===== src/clipped_alpha_blit_unit_defines.svh =====
// Assertion macros for the clipped alpha blit unit.
// Used by the top level only; expects i_clk and i_rst_n in scope.
`ifndef CLIPPED_ALPHA_BLIT_UNIT_DEFINES_SVH
`define CLIPPED_ALPHA_BLIT_UNIT_DEFINES_SVH

// Same-cycle implication, disabled during reset.
`define CAB_ASSERT_NOW(lbl, ante, cons, msg) \
    lbl: assert property (@(posedge i_clk) disable iff (!i_rst_n) (ante) |-> (cons)) \
        else $error(msg);

// Next-cycle implication, disabled during reset.
`define CAB_ASSERT_NEXT(lbl, ante, cons, msg) \
    lbl: assert property (@(posedge i_clk) disable iff (!i_rst_n) (ante) |=> (cons)) \
        else $error(msg);

`endif


===== src/cab_pkg.sv =====
// Shared types, codes and blend functions for the clipped alpha blit unit.
// No dependencies.
package cab_pkg;

    localparam int PIX_W      = 32;
    localparam int ADDR_W     = 20;
    localparam int CFG_IDX_W  = 3;
    localparam int CFG_DATA_W = 24;
    localparam int DIM_W      = 12;
    localparam int CNT_W      = 11;
    localparam int BOX_X_W    = 10;
    localparam int BOX_Y_W    = 10;
    localparam int BOX_W_W    = 11;
    localparam int BOX_H_W    = 10;

    localparam logic [DIM_W-1:0] MAX_DIM = 12'd2048;
    localparam logic [7:0]       ALPHA_OPAQUE = 8'd255;
    localparam logic [7:0]       ALPHA_CLEAR  = 8'd0;

    // Blend mode codes; the unused code behaves as copy.
    localparam logic [1:0] MODE_COPY  = 2'd0;
    localparam logic [1:0] MODE_ALPHA = 2'd1;
    localparam logic [1:0] MODE_COVER = 2'd2;

    localparam logic REQ_PIXEL = 1'b0;
    localparam logic REQ_FLUSH = 1'b1;

    typedef enum logic [CFG_IDX_W-1:0] {
        CFG_BLEND_MODE   = 3'd0,
        CFG_FILL_COLOR   = 3'd1,
        CFG_DEST_X       = 3'd2,
        CFG_DEST_Y       = 3'd3,
        CFG_IMAGE_WIDTH  = 3'd4,
        CFG_IMAGE_HEIGHT = 3'd5
    } t_cfg_idx;

    typedef struct packed {
        logic                write_enable;
        logic [ADDR_W-1:0]   address;
        logic [PIX_W-1:0]    new_pixel;
        logic                image_done;
        logic                box_valid;
        logic [BOX_X_W-1:0]  box_x;
        logic [BOX_Y_W-1:0]  box_y;
        logic [BOX_W_W-1:0]  box_w;
        logic [BOX_H_W-1:0]  box_h;
    } t_result;

    // d + floor((s - d) * a / 256) on unsigned bytes, one multiply.
    function automatic logic [7:0] mix_byte(input logic [7:0] d, input logic [7:0] s,
                                            input logic [7:0] a);
        logic [7:0]  diff;
        logic [15:0] prod;
        logic [15:0] up;
        if (s >= d) begin
            diff = s - d;
        end else begin
            diff = d - s;
        end
        prod = 16'(diff) * 16'(a);
        up   = prod + 16'd255;
        if (s >= d) begin
            return d + prod[15:8];
        end else begin
            return d - up[15:8];
        end
    endfunction

    // Blend three colour bytes, keep the destination top byte.
    function automatic logic [PIX_W-1:0] mix_rgb(input logic [PIX_W-1:0] dst,
                                                 input logic [23:0] rgb,
                                                 input logic [7:0] a);
        logic [7:0] b;
        logic [7:0] g;
        logic [7:0] r;
        b = mix_byte(dst[7:0],   rgb[7:0],   a);
        g = mix_byte(dst[15:8],  rgb[15:8],  a);
        r = mix_byte(dst[23:16], rgb[23:16], a);
        return {dst[31:24], r, g, b};
    endfunction

endpackage


===== src/cab_if.sv =====
// Handshake channels of the clipped alpha blit unit: pixel/flush in, result out,
// configuration writes. Depends on cab_pkg.
interface cab_pix_if import cab_pkg::*; ();
    logic             valid;
    logic             ready;
    logic             req_type;
    logic [PIX_W-1:0] src_pixel;
    logic [PIX_W-1:0] dst_pixel;

    modport source (output valid, output req_type, output src_pixel, output dst_pixel,
                    input ready);
    modport sink   (input valid, input req_type, input src_pixel, input dst_pixel,
                    output ready);
endinterface

interface cab_res_if import cab_pkg::*; ();
    logic               valid;
    logic               ready;
    logic               write_enable;
    logic [ADDR_W-1:0]  address;
    logic [PIX_W-1:0]   new_pixel;
    logic               image_done;
    logic               box_valid;
    logic [BOX_X_W-1:0] box_x;
    logic [BOX_Y_W-1:0] box_y;
    logic [BOX_W_W-1:0] box_w;
    logic [BOX_H_W-1:0] box_h;

    modport source (output valid, output write_enable, output address, output new_pixel,
                    output image_done, output box_valid, output box_x, output box_y,
                    output box_w, output box_h, input ready);
    modport sink   (input valid, input write_enable, input address, input new_pixel,
                    input image_done, input box_valid, input box_x, input box_y,
                    input box_w, input box_h, output ready);
endinterface

interface cab_cfg_if import cab_pkg::*; ();
    logic                  valid;
    logic                  ready;
    logic [CFG_IDX_W-1:0]  index;
    logic [CFG_DATA_W-1:0] data;

    modport source (output valid, output index, output data, input ready);
    modport sink   (input valid, input index, input data, output ready);
endinterface


===== src/clipped_alpha_blit_unit.sv =====
// Clipped alpha blit unit: position tracking, clipping, blending, dirty box.
// Depends on cab_pkg, cab_if.sv and clipped_alpha_blit_unit_defines.svh.
//
// Takes one item per clock: a source pixel (with the screen pixel under it) or a
// flush request. Pixels arrive in raster order over an image of image_width x
// image_height placed at (dest_x, dest_y); each yields one result with a write
// address and composited pixel, or write_enable low when the pixel falls off the
// SCREEN_W x SCREEN_H screen. image_done marks the last pixel of the image. A
// flush reports the bounding box of everything written since the last flush and
// empties it. Throughput is one item per cycle. Stage one walks the column/row
// counters and clips; stage two blends (three 8x8 byte multiplies), forms the
// address (one constant multiply), grows the dirty box and loads the result
// register. Only o_res.ready stalls the pipe. Any configuration write
// to a known register restarts the image at column 0, row 0; configure only
// while no items are in flight.
`include "clipped_alpha_blit_unit_defines.svh"

module clipped_alpha_blit_unit import cab_pkg::*; #(
    parameter int SCREEN_W = 1024,
    parameter int SCREEN_H = 768
) (
    input  logic  i_clk,
    input  logic  i_rst_n,
    cab_pix_if.sink   i_pix,
    cab_res_if.source o_res,
    cab_cfg_if.sink   i_cfg
);

    localparam int XW  = $clog2(SCREEN_W);
    localparam int YW  = $clog2(SCREEN_H);
    localparam int XW1 = $clog2(SCREEN_W + 1);
    localparam int YW1 = $clog2(SCREEN_H + 1);
    localparam logic [12:0] SCR_W13 = 13'(SCREEN_W);
    localparam logic [12:0] SCR_H13 = 13'(SCREEN_H);

    typedef struct packed {
        logic             flush;
        logic             on_screen;
        logic             done;
        logic [XW-1:0]    ux;
        logic [YW-1:0]    uy;
        logic [PIX_W-1:0] src;
        logic [PIX_W-1:0] dst;
    } t_stage1;

    // configuration registers
    logic [1:0]            r_mode;
    logic [23:0]           r_fill;
    logic [DIM_W-1:0]      r_dest_x;
    logic [DIM_W-1:0]      r_dest_y;
    logic [DIM_W-1:0]      r_img_w;
    logic [DIM_W-1:0]      r_img_h;

    // image position
    logic [CNT_W-1:0]      r_col;
    logic [CNT_W-1:0]      r_row;

    // dirty box, right/bottom exclusive
    logic                  r_box_empty;
    logic [XW-1:0]         r_box_left;
    logic [YW-1:0]         r_box_top;
    logic [XW1-1:0]        r_box_right;
    logic [YW1-1:0]        r_box_bottom;

    // pipeline
    logic                  r_s1_valid;
    t_stage1               r_s1;
    t_stage1               n_s1;
    logic                  r_out_valid;
    t_result               r_out;
    t_result               n_out;

    logic                  adv_out;
    logic                  s1_ready;
    logic                  pix_acc;
    logic                  cfg_acc;
    logic                  cfg_hit;

    // stage one signals
    logic [DIM_W-1:0]      w_eff;
    logic [DIM_W-1:0]      h_eff;
    logic                  dim_zero;
    logic [CNT_W-1:0]      col_eff;
    logic [CNT_W-1:0]      row_eff;
    logic [DIM_W-1:0]      col_inc;
    logic [DIM_W-1:0]      row_inc;
    logic                  col_wrap;
    logic                  row_wrap;
    logic signed [13:0]    sx;
    logic signed [13:0]    sy;
    logic                  on_x;
    logic                  on_y;
    logic [CNT_W-1:0]      n_col;
    logic [CNT_W-1:0]      n_row;

    // stage two signals
    logic [23:0]           mix_color;
    logic [7:0]            mix_alpha;
    logic [PIX_W-1:0]      pix_mix;
    logic [PIX_W-1:0]      pix_new;
    logic [31:0]           addr_full;
    logic [XW1-1:0]        ux_end;
    logic [YW1-1:0]        uy_end;

    assign adv_out  = !r_out_valid || o_res.ready;
    assign s1_ready = !r_s1_valid || adv_out;
    assign pix_acc  = i_pix.valid && s1_ready;
    assign cfg_acc  = i_cfg.valid && i_cfg.ready;
    assign cfg_hit  = cfg_acc && (i_cfg.index <= CFG_IMAGE_HEIGHT);

    assign i_pix.ready = s1_ready;
    assign i_cfg.ready = 1'b1;

    //------------------------------------------------------------------
    // Configuration
    //------------------------------------------------------------------
    always_ff @(posedge i_clk) begin
        if (!i_rst_n) begin
            r_mode   <= MODE_COPY;
            r_fill   <= '0;
            r_dest_x <= '0;
            r_dest_y <= '0;
            r_img_w  <= '0;
            r_img_h  <= '0;
        end else if (cfg_acc) begin
            unique case (t_cfg_idx'(i_cfg.index))
                CFG_BLEND_MODE:   r_mode   <= i_cfg.data[1:0];
                CFG_FILL_COLOR:   r_fill   <= i_cfg.data;
                CFG_DEST_X:       r_dest_x <= i_cfg.data[DIM_W-1:0];
                CFG_DEST_Y:       r_dest_y <= i_cfg.data[DIM_W-1:0];
                CFG_IMAGE_WIDTH:  r_img_w  <= i_cfg.data[DIM_W-1:0];
                CFG_IMAGE_HEIGHT: r_img_h  <= i_cfg.data[DIM_W-1:0];
                default: ;
            endcase
        end
    end

    //------------------------------------------------------------------
    // Stage one: position walk and clipping
    //------------------------------------------------------------------
    always_comb begin
        w_eff    = (r_img_w > MAX_DIM) ? MAX_DIM : r_img_w;
        h_eff    = (r_img_h > MAX_DIM) ? MAX_DIM : r_img_h;
        dim_zero = (w_eff == '0) || (h_eff == '0);

        // counters left over from a larger image wrap to zero
        col_eff = (DIM_W'(r_col) >= w_eff) ? '0 : r_col;
        row_eff = (DIM_W'(r_row) >= h_eff) ? '0 : r_row;
        col_inc = DIM_W'(col_eff) + DIM_W'(1);
        row_inc = DIM_W'(row_eff) + DIM_W'(1);
        col_wrap = (col_inc >= w_eff);
        row_wrap = (row_inc >= h_eff);

        sx   = 14'($signed(r_dest_x)) + $signed({3'b000, col_eff});
        sy   = 14'($signed(r_dest_y)) + $signed({3'b000, row_eff});
        on_x = !sx[13] && (sx[12:0] < SCR_W13);
        on_y = !sy[13] && (sy[12:0] < SCR_H13);

        n_s1.flush     = (i_pix.req_type == REQ_FLUSH);
        n_s1.on_screen = !dim_zero && on_x && on_y;
        n_s1.done      = dim_zero || (col_wrap && row_wrap);
        n_s1.ux        = sx[XW-1:0];
        n_s1.uy        = sy[YW-1:0];
        n_s1.src       = i_pix.src_pixel;
        n_s1.dst       = i_pix.dst_pixel;

        if (dim_zero) begin
            n_col = '0;
            n_row = '0;
        end else if (col_wrap) begin
            n_col = '0;
            n_row = row_wrap ? '0 : row_inc[CNT_W-1:0];
        end else begin
            n_col = col_inc[CNT_W-1:0];
            n_row = row_eff;
        end
    end

    always_ff @(posedge i_clk) begin
        if (!i_rst_n) begin
            r_col <= '0;
            r_row <= '0;
        end else if (cfg_hit) begin
            r_col <= '0;
            r_row <= '0;
        end else if (pix_acc && i_pix.req_type == REQ_PIXEL) begin
            r_col <= n_col;
            r_row <= n_row;
        end
    end

    always_ff @(posedge i_clk) begin
        if (!i_rst_n) begin
            r_s1_valid <= 1'b0;
        end else if (pix_acc) begin
            r_s1_valid <= 1'b1;
        end else if (adv_out) begin
            r_s1_valid <= 1'b0;
        end
    end

    always_ff @(posedge i_clk) begin
        if (pix_acc) begin
            r_s1 <= n_s1;
        end
    end

    //------------------------------------------------------------------
    // Stage two: blend, address, dirty box
    //------------------------------------------------------------------
    always_comb begin
        // one shared blender: coverage mixes the fill color by the low byte,
        // per-pixel alpha mixes the source color by the top byte
        mix_color = (r_mode == MODE_COVER) ? r_fill : r_s1.src[23:0];
        mix_alpha = (r_mode == MODE_COVER) ? r_s1.src[7:0] : r_s1.src[31:24];
        pix_mix   = mix_rgb(r_s1.dst, mix_color, mix_alpha);

        case (r_mode)
            MODE_ALPHA: begin
                if (r_s1.src[31:24] == ALPHA_CLEAR) begin
                    pix_new = r_s1.dst;
                end else if (r_s1.src[31:24] == ALPHA_OPAQUE) begin
                    pix_new = {r_s1.dst[31:24], r_s1.src[23:0]};
                end else begin
                    pix_new = pix_mix;
                end
            end
            MODE_COVER: pix_new = pix_mix;
            default:    pix_new = r_s1.src;
        endcase

        addr_full = 32'(r_s1.uy) * 32'(SCREEN_W) + 32'(r_s1.ux);
        ux_end    = XW1'(r_s1.ux) + XW1'(1);
        uy_end    = YW1'(r_s1.uy) + YW1'(1);

        n_out = '0;
        if (r_s1.flush) begin
            if (!r_box_empty) begin
                n_out.box_valid = 1'b1;
                n_out.box_x     = BOX_X_W'(r_box_left);
                n_out.box_y     = BOX_Y_W'(r_box_top);
                n_out.box_w     = BOX_W_W'(r_box_right - XW1'(r_box_left));
                n_out.box_h     = BOX_H_W'(r_box_bottom - YW1'(r_box_top));
            end
        end else begin
            n_out.image_done = r_s1.done;
            if (r_s1.on_screen) begin
                n_out.write_enable = 1'b1;
                n_out.address      = addr_full[ADDR_W-1:0];
                n_out.new_pixel    = pix_new;
            end
        end
    end

    always_ff @(posedge i_clk) begin
        if (!i_rst_n) begin
            r_box_empty  <= 1'b1;
            r_box_left   <= '0;
            r_box_top    <= '0;
            r_box_right  <= '0;
            r_box_bottom <= '0;
        end else if (adv_out && r_s1_valid) begin
            if (r_s1.flush) begin
                r_box_empty  <= 1'b1;
                r_box_left   <= '0;
                r_box_top    <= '0;
                r_box_right  <= '0;
                r_box_bottom <= '0;
            end else if (r_s1.on_screen) begin
                r_box_empty <= 1'b0;
                if (r_box_empty || r_s1.ux < r_box_left) begin
                    r_box_left <= r_s1.ux;
                end
                if (r_box_empty || r_s1.uy < r_box_top) begin
                    r_box_top <= r_s1.uy;
                end
                if (r_box_empty || ux_end > r_box_right) begin
                    r_box_right <= ux_end;
                end
                if (r_box_empty || uy_end > r_box_bottom) begin
                    r_box_bottom <= uy_end;
                end
            end
        end
    end

    always_ff @(posedge i_clk) begin
        if (!i_rst_n) begin
            r_out_valid <= 1'b0;
        end else if (adv_out) begin
            r_out_valid <= r_s1_valid;
        end
    end

    always_ff @(posedge i_clk) begin
        if (adv_out && r_s1_valid) begin
            r_out <= n_out;
        end
    end

    assign o_res.valid        = r_out_valid;
    assign o_res.write_enable = r_out.write_enable;
    assign o_res.address      = r_out.address;
    assign o_res.new_pixel    = r_out.new_pixel;
    assign o_res.image_done   = r_out.image_done;
    assign o_res.box_valid    = r_out.box_valid;
    assign o_res.box_x        = r_out.box_x;
    assign o_res.box_y        = r_out.box_y;
    assign o_res.box_w        = r_out.box_w;
    assign o_res.box_h        = r_out.box_h;

    //------------------------------------------------------------------
    // Checks
    //------------------------------------------------------------------
    // a flush result that carries a box never carries a pixel write or an image end
    `CAB_ASSERT_NOW(a_flush_no_write, r_out_valid && r_out.box_valid, !r_out.write_enable && !r_out.image_done, "flush result carries a write")
    // an on-screen pixel in stage one lies inside the screen
    `CAB_ASSERT_NOW(a_ux_in_screen, r_s1_valid && !r_s1.flush && r_s1.on_screen, (32'(r_s1.ux) < 32'(SCREEN_W)) && (32'(r_s1.uy) < 32'(SCREEN_H)), "clipped position off screen")
    // a write to a known register restarts the image position
    `CAB_ASSERT_NEXT(a_cfg_restart, cfg_hit, r_col == '0 && r_row == '0, "position not restarted")

endmodule


===== src/flat_wrapper.sv =====
// flat-port wrapper written by rule: the top's interface ports become plain ports
module clipped_alpha_blit_unit_flat import cab_pkg::*;
#(
    parameter int SCREEN_W = 1024,
    parameter int SCREEN_H = 768
)
  (i_clk, i_rst_n, i_pix_valid, i_pix_req_type, i_pix_src_pixel, i_pix_dst_pixel, i_pix_ready, o_res_valid, o_res_write_enable, o_res_address, o_res_new_pixel, o_res_image_done, o_res_box_valid, o_res_box_x, o_res_box_y, o_res_box_w, o_res_box_h, o_res_ready, i_cfg_valid, i_cfg_index, i_cfg_data, i_cfg_ready);
  cab_pix_if i_pix_i ();
  cab_res_if o_res_i ();
  cab_cfg_if i_cfg_i ();
  input  logic i_clk;
  input  logic i_rst_n;
  input wire logic [$bits(i_pix_i.valid)-1:0] i_pix_valid;
  input wire logic [$bits(i_pix_i.req_type)-1:0] i_pix_req_type;
  input wire logic [$bits(i_pix_i.src_pixel)-1:0] i_pix_src_pixel;
  input wire logic [$bits(i_pix_i.dst_pixel)-1:0] i_pix_dst_pixel;
  output wire logic [$bits(i_pix_i.ready)-1:0] i_pix_ready;
  output wire logic [$bits(o_res_i.valid)-1:0] o_res_valid;
  output wire logic [$bits(o_res_i.write_enable)-1:0] o_res_write_enable;
  output wire logic [$bits(o_res_i.address)-1:0] o_res_address;
  output wire logic [$bits(o_res_i.new_pixel)-1:0] o_res_new_pixel;
  output wire logic [$bits(o_res_i.image_done)-1:0] o_res_image_done;
  output wire logic [$bits(o_res_i.box_valid)-1:0] o_res_box_valid;
  output wire logic [$bits(o_res_i.box_x)-1:0] o_res_box_x;
  output wire logic [$bits(o_res_i.box_y)-1:0] o_res_box_y;
  output wire logic [$bits(o_res_i.box_w)-1:0] o_res_box_w;
  output wire logic [$bits(o_res_i.box_h)-1:0] o_res_box_h;
  input wire logic [$bits(o_res_i.ready)-1:0] o_res_ready;
  input wire logic [$bits(i_cfg_i.valid)-1:0] i_cfg_valid;
  input wire logic [$bits(i_cfg_i.index)-1:0] i_cfg_index;
  input wire logic [$bits(i_cfg_i.data)-1:0] i_cfg_data;
  output wire logic [$bits(i_cfg_i.ready)-1:0] i_cfg_ready;
  assign i_pix_i.valid = i_pix_valid;
  assign i_pix_i.req_type = i_pix_req_type;
  assign i_pix_i.src_pixel = i_pix_src_pixel;
  assign i_pix_i.dst_pixel = i_pix_dst_pixel;
  assign i_pix_ready = i_pix_i.ready;
  assign o_res_valid = o_res_i.valid;
  assign o_res_write_enable = o_res_i.write_enable;
  assign o_res_address = o_res_i.address;
  assign o_res_new_pixel = o_res_i.new_pixel;
  assign o_res_image_done = o_res_i.image_done;
  assign o_res_box_valid = o_res_i.box_valid;
  assign o_res_box_x = o_res_i.box_x;
  assign o_res_box_y = o_res_i.box_y;
  assign o_res_box_w = o_res_i.box_w;
  assign o_res_box_h = o_res_i.box_h;
  assign o_res_i.ready = o_res_ready;
  assign i_cfg_i.valid = i_cfg_valid;
  assign i_cfg_i.index = i_cfg_index;
  assign i_cfg_i.data = i_cfg_data;
  assign i_cfg_ready = i_cfg_i.ready;
  clipped_alpha_blit_unit #(.SCREEN_W(SCREEN_W), .SCREEN_H(SCREEN_H)) u_core (.i_clk(i_clk), .i_rst_n(i_rst_n), .i_pix(i_pix_i), .o_res(o_res_i), .i_cfg(i_cfg_i));
endmodule

===== config.mk =====
export PLATFORM = sky130hd
export DESIGN_NAME = clipped_alpha_blit_unit_flat
export DESIGN_NICKNAME = d
export VERILOG_FILES = /design/src/cab_pkg.sv /design/src/cab_if.sv /design/src/clipped_alpha_blit_unit.sv /design/src/flat_wrapper.sv
export VERILOG_INCLUDE_DIRS = /design/src /design/src/src
export SDC_FILE = /design/constraint.sdc
export NUM_CORES = 1
export LEC_CHECK = 0
export ABC_AREA = 1
export BUFFER_PORTS_ARGS = -buffer_cell sky130_fd_sc_hd__clkbuf_2
export CELL_PAD_IN_SITES_DETAIL_PLACEMENT = 0
export CELL_PAD_IN_SITES_GLOBAL_PLACEMENT = 1
export CORE_MARGIN = 2
export CORE_UTILIZATION = 31
export CTS_CLUSTER_DIAMETER = 100
export CTS_CLUSTER_SIZE = 12
export DETAILED_ROUTE_END_ITERATION = 16
export GPL_TIMING_DRIVEN = 1
export PLACE_DENSITY = 0.55
export SLEW_MARGIN = 20
export SYNTH_ARGS = -nofsm -noshare
export SYNTH_HDL_FRONTEND = slang
export SYNTH_SLANG_ARGS = --single-unit

===== constraint.sdc =====
create_clock -name i_clk -period 19.2 [get_ports i_clk]
set_input_delay 3.84 -clock i_clk [delete_from_list [all_inputs] [get_ports i_clk]]
set_output_delay 3.84 -clock i_clk [all_outputs]
set_load 0.01 [all_outputs]

==> summary.txt <==
Status
  • Outcome: completed

Worst setup path
  • Critical path class: register to register
  • CP endpoint kind: register
  • Worst setup SP type: register
  • Data arrival, critical path: 11.15 ns
  • Top cell by count, worst path: nand2_1
  • Critical path fanouts, max: 74
  • Crit path largest cell delay: 0.57 ns
  • Slowest CP cell: buf_4
  • R2R Setup Slk: 8.35 ns
  • CP required: 19.50 ns

STA
  • RSZ-0062 raised after global routing: false
  • Setup violators final: 0
  • Final count of pins violating max slew: 0
  • Setup TNS: 0 ns
  • Worst Skew: 0.0227 ns
  • FMAX: 92.2 MHz
  • Least-Margin Pin Slew: 1.04 ns
  • Crit share post-route: 0.565
  • Relative slew slack: 0.296
  • Tmin final: 10.85 ns
  • Fin. Hold Viols: 0

Drt
  • DR vias: 22,600
  • Iter 0 DRT Violations: 1,065
  • Final wirelength: 86.7 mm
  • Drc violations: 0
  • WL/cell: 18.1 microns
  • Vias per cell: 4.69
  • Remaining antenna violation count: 0
  • DRT Pass-1 Iters: 7

Clocking
  • Worst-Skew Late Latency: 0.57 ns
  • Clock transition at path regs: 0.07 ns
  • CTS resizes: 0
  • H-tree levels: 2
  • CTS root buffer: clkbuf_16
  • Max clock buf depth: 3
  • # hold bufs at CTS: 0
  • Clk sinks: 323
  • Postcts setup bufs: 0
  • Cts bufs inserted: 35
  • CTS tree: yes

Layout
  • Final nets: 4,153
  • Layout area overhead: 11.9%
  • Share of cells above drive strength 1: 0.106

Hold path
  • Worst Hold Class: register to register

Place
  • Post-DP HPWL: 68.7 mm
  • IO buf count: 194
  • Final Wtd Congestion: 0.828

Synth
  • Post-synth EDFFs: 183
  • Async set-reset flop share out of synthesis: 0
  • Syn avg cell area: 7.84 sq um
  • Ys Warns: 0
  • Seq/Total Area, Yosys: 0.305
  • FF+latch count, synth: 323
  • Syn Inst Count: 3,470
  • Post-synth net total: 3,997
  • Distinct cell type count after synthesis: 62
  • Synth Flop Type: edfxtp_1
  • Synthesized area: 27,200 sq um

GRT
  • Largest net degree at the start of global routing: 75
  • Grt total ovfl: 0
  • First-pass GRT wire length: 133 mm
  • Initial antenna violation count: 3
  • Total global routing track utilization: 0.191
  • Vias in the first global route: 22,300

Floorplan
  • Die Y: 300 microns
  • Die width: 300 microns
  • FP Rows: 108
  • I/O pin total: 196
  • Initial Utilization: 0.313
  • Core ar.: 86,900 sq um
  • Die ar.: 90,200 sq um

Job
  • MaxCap Viol Count: 0
==> flip-flops by register name (all words and copies together) (netlist names), 2 cells and up <==
| register | count |
|---|---|
| u_core.r_row | 11 |
| u_core.r_dest_y | 12 |
| u_core.o_res.new_pixel | 32 |
| u_core.o_res.box_h | 10 |
| u_core.o_res.address | 20 |
| u_core.r_img_h | 12 |
| u_core.r_img_w | 12 |
| u_core.r_mode | 2 |
| u_core.r_box_left | 10 |
| u_core.o_res.box_x | 10 |
| u_core.r_fill | 24 |
| u_core.r_box_top | 10 |
| u_core.pix_mix | 8 |
| u_core.o_res.box_w | 11 |
| u_core.r_col | 11 |
| u_core.r_s1 | 79 |
| u_core.o_res.box_y | 10 |
| u_core.r_box_bottom | 10 |
| u_core.r_dest_x | 12 |
| u_core.r_box_right | 11 |
==> cell families after synthesis <==
family                   Yosys count  share of synthesized area
buffers and inverters            696                     0.0970
other                              1                   0.000138
adder cells (fa/ha/maj)          430                      0.231
AO/OA/AOI/OAI                    657                      0.135
flip-flops                       323                      0.305
AND/OR/NAND/NOR                 1259                      0.198
XOR/XNOR                          98                     0.0326
multiplexers                       6                    0.00221
==> layout make-up <==
class | instances | area [sq um]
Sequential cell | 323 | 8300
Fill cell | 9282 | 56400
Antenna cell | 1 | 2.50
Inverter | 599 | 2250
Timing Repair Buffer | 216 | 1140
Multi-Input combinational cell | 2451 | 16300
Tap cell | 1155 | 1450
Clock inverter | 7 | 66.3
Clock buffer | 53 | 955
==> worst max-delay path: cells and delay by family, from the launching register on <==
family                   cells  cell delay, ns
XOR/XNOR                     2            0.75
adder cells (fa/ha/maj)      9            3.46
AND/OR/NAND/NOR             23            2.71
AO/OA/AOI/OAI                8            1.07
buffers and inverters       13            2.24
flip-flops                   1            0.31
==> per-layer routing <==
metal / GRT usage / part of all wire / vias to the layer above
li1: - / - / 11600
met1: 0.285 / 0.52 / 10500
met4: 0.0336 / 0.014 / 2
met2: 0.298 / 0.43 / 382
met3: 0.0238 / 0.037 / 60
met5: 0 / 0.00020 / -
==> path summary, 6_finish.rpt <==
check / startpoint / end / cells past startpoint
max: u_core.r_mode[0] / u_core.o_res.new_pixel[7] / 55
min: u_core.r_dest_y[4] / u_core.r_dest_y[4] / 2
max reg2reg: u_core.r_mode[0] / u_core.o_res.new_pixel[7] / 55
min reg2reg: u_core.r_dest_y[4] / u_core.r_dest_y[4] / 2
==> metrics by stage <==
step                      std cells  utilization  hold WS, ns  worst slack, ns  cell area, sq um
after floorplan                3470            -        0.428            10.02             27200
after global placement         4744        0.339        0.439             8.47             29400
after detailed placement       4744        0.339        0.443             8.37             29400
after CTS                      4804        0.350        0.454             8.35             30400
after global routing           4804        0.350        0.473             7.24             30400
final                          4805        0.350        0.449             8.35             30500
==> cell usage in the layout, fill, tap and decap left out, types with 5 or more instances in the layout <==
cell and count:
buf_4 21, nand3_1 105, inv_2 16, edfxtp_1 183, o21ai_0 265, clkbuf_16 35, a31oi_1 22, a211oi_1 33
nand3_2 12, a21oi_1 242, xnor2_1 29, o22ai_1 7, o21ai_1 8, clkbuf_2 195, or2_2 27, nand2_1 540
mux2i_1 6, nor2_4 8, xor2_1 65, o21a_1 7, a21o_1 5, fa_1 121, nand2_2 26, a221oi_1 9
clkbuf_1 16, nand4_1 17, o21bai_1 9, dfxtp_1 140, o221ai_1 15, nor3_1 19, inv_1 577, nor2_1 467
o31ai_1 5, ha_1 308, nor4_1 8, nor2_2 10, o211ai_1 15
==> cell usage after synthesis (all sizes together), types with 6 or more instances <==
library cell / instances / area share
ha: 309 / 0.14
o21bai: 9 / 0.0025
a221oi: 9 / 0.0029
o22ai: 7 / 0.0016
fa: 121 / 0.089
nand4: 17 / 0.0039
a31oi: 22 / 0.0051
o21a: 7 / 0.0019
nand3: 121 / 0.026
or2: 27 / 0.0062
o211ai: 15 / 0.0041
o221ai: 15 / 0.0048
nor3: 21 / 0.0040
nand2: 568 / 0.081
inv: 594 / 0.082
nor2: 485 / 0.070
buf: 14 / 0.0029
a21oi: 246 / 0.046
edfxtp: 183 / 0.20
dfxtp: 140 / 0.10
mux2i: 6 / 0.0022
o21ai: 275 / 0.051
xnor2: 32 / 0.011
clkbuf: 83 / 0.011
nor4: 10 / 0.0031
xor2: 66 / 0.022
a211oi: 34 / 0.0096
Power is not shown: default switching activity piles up to over one toggle a cycle in this logic, so the estimate is an artifact.
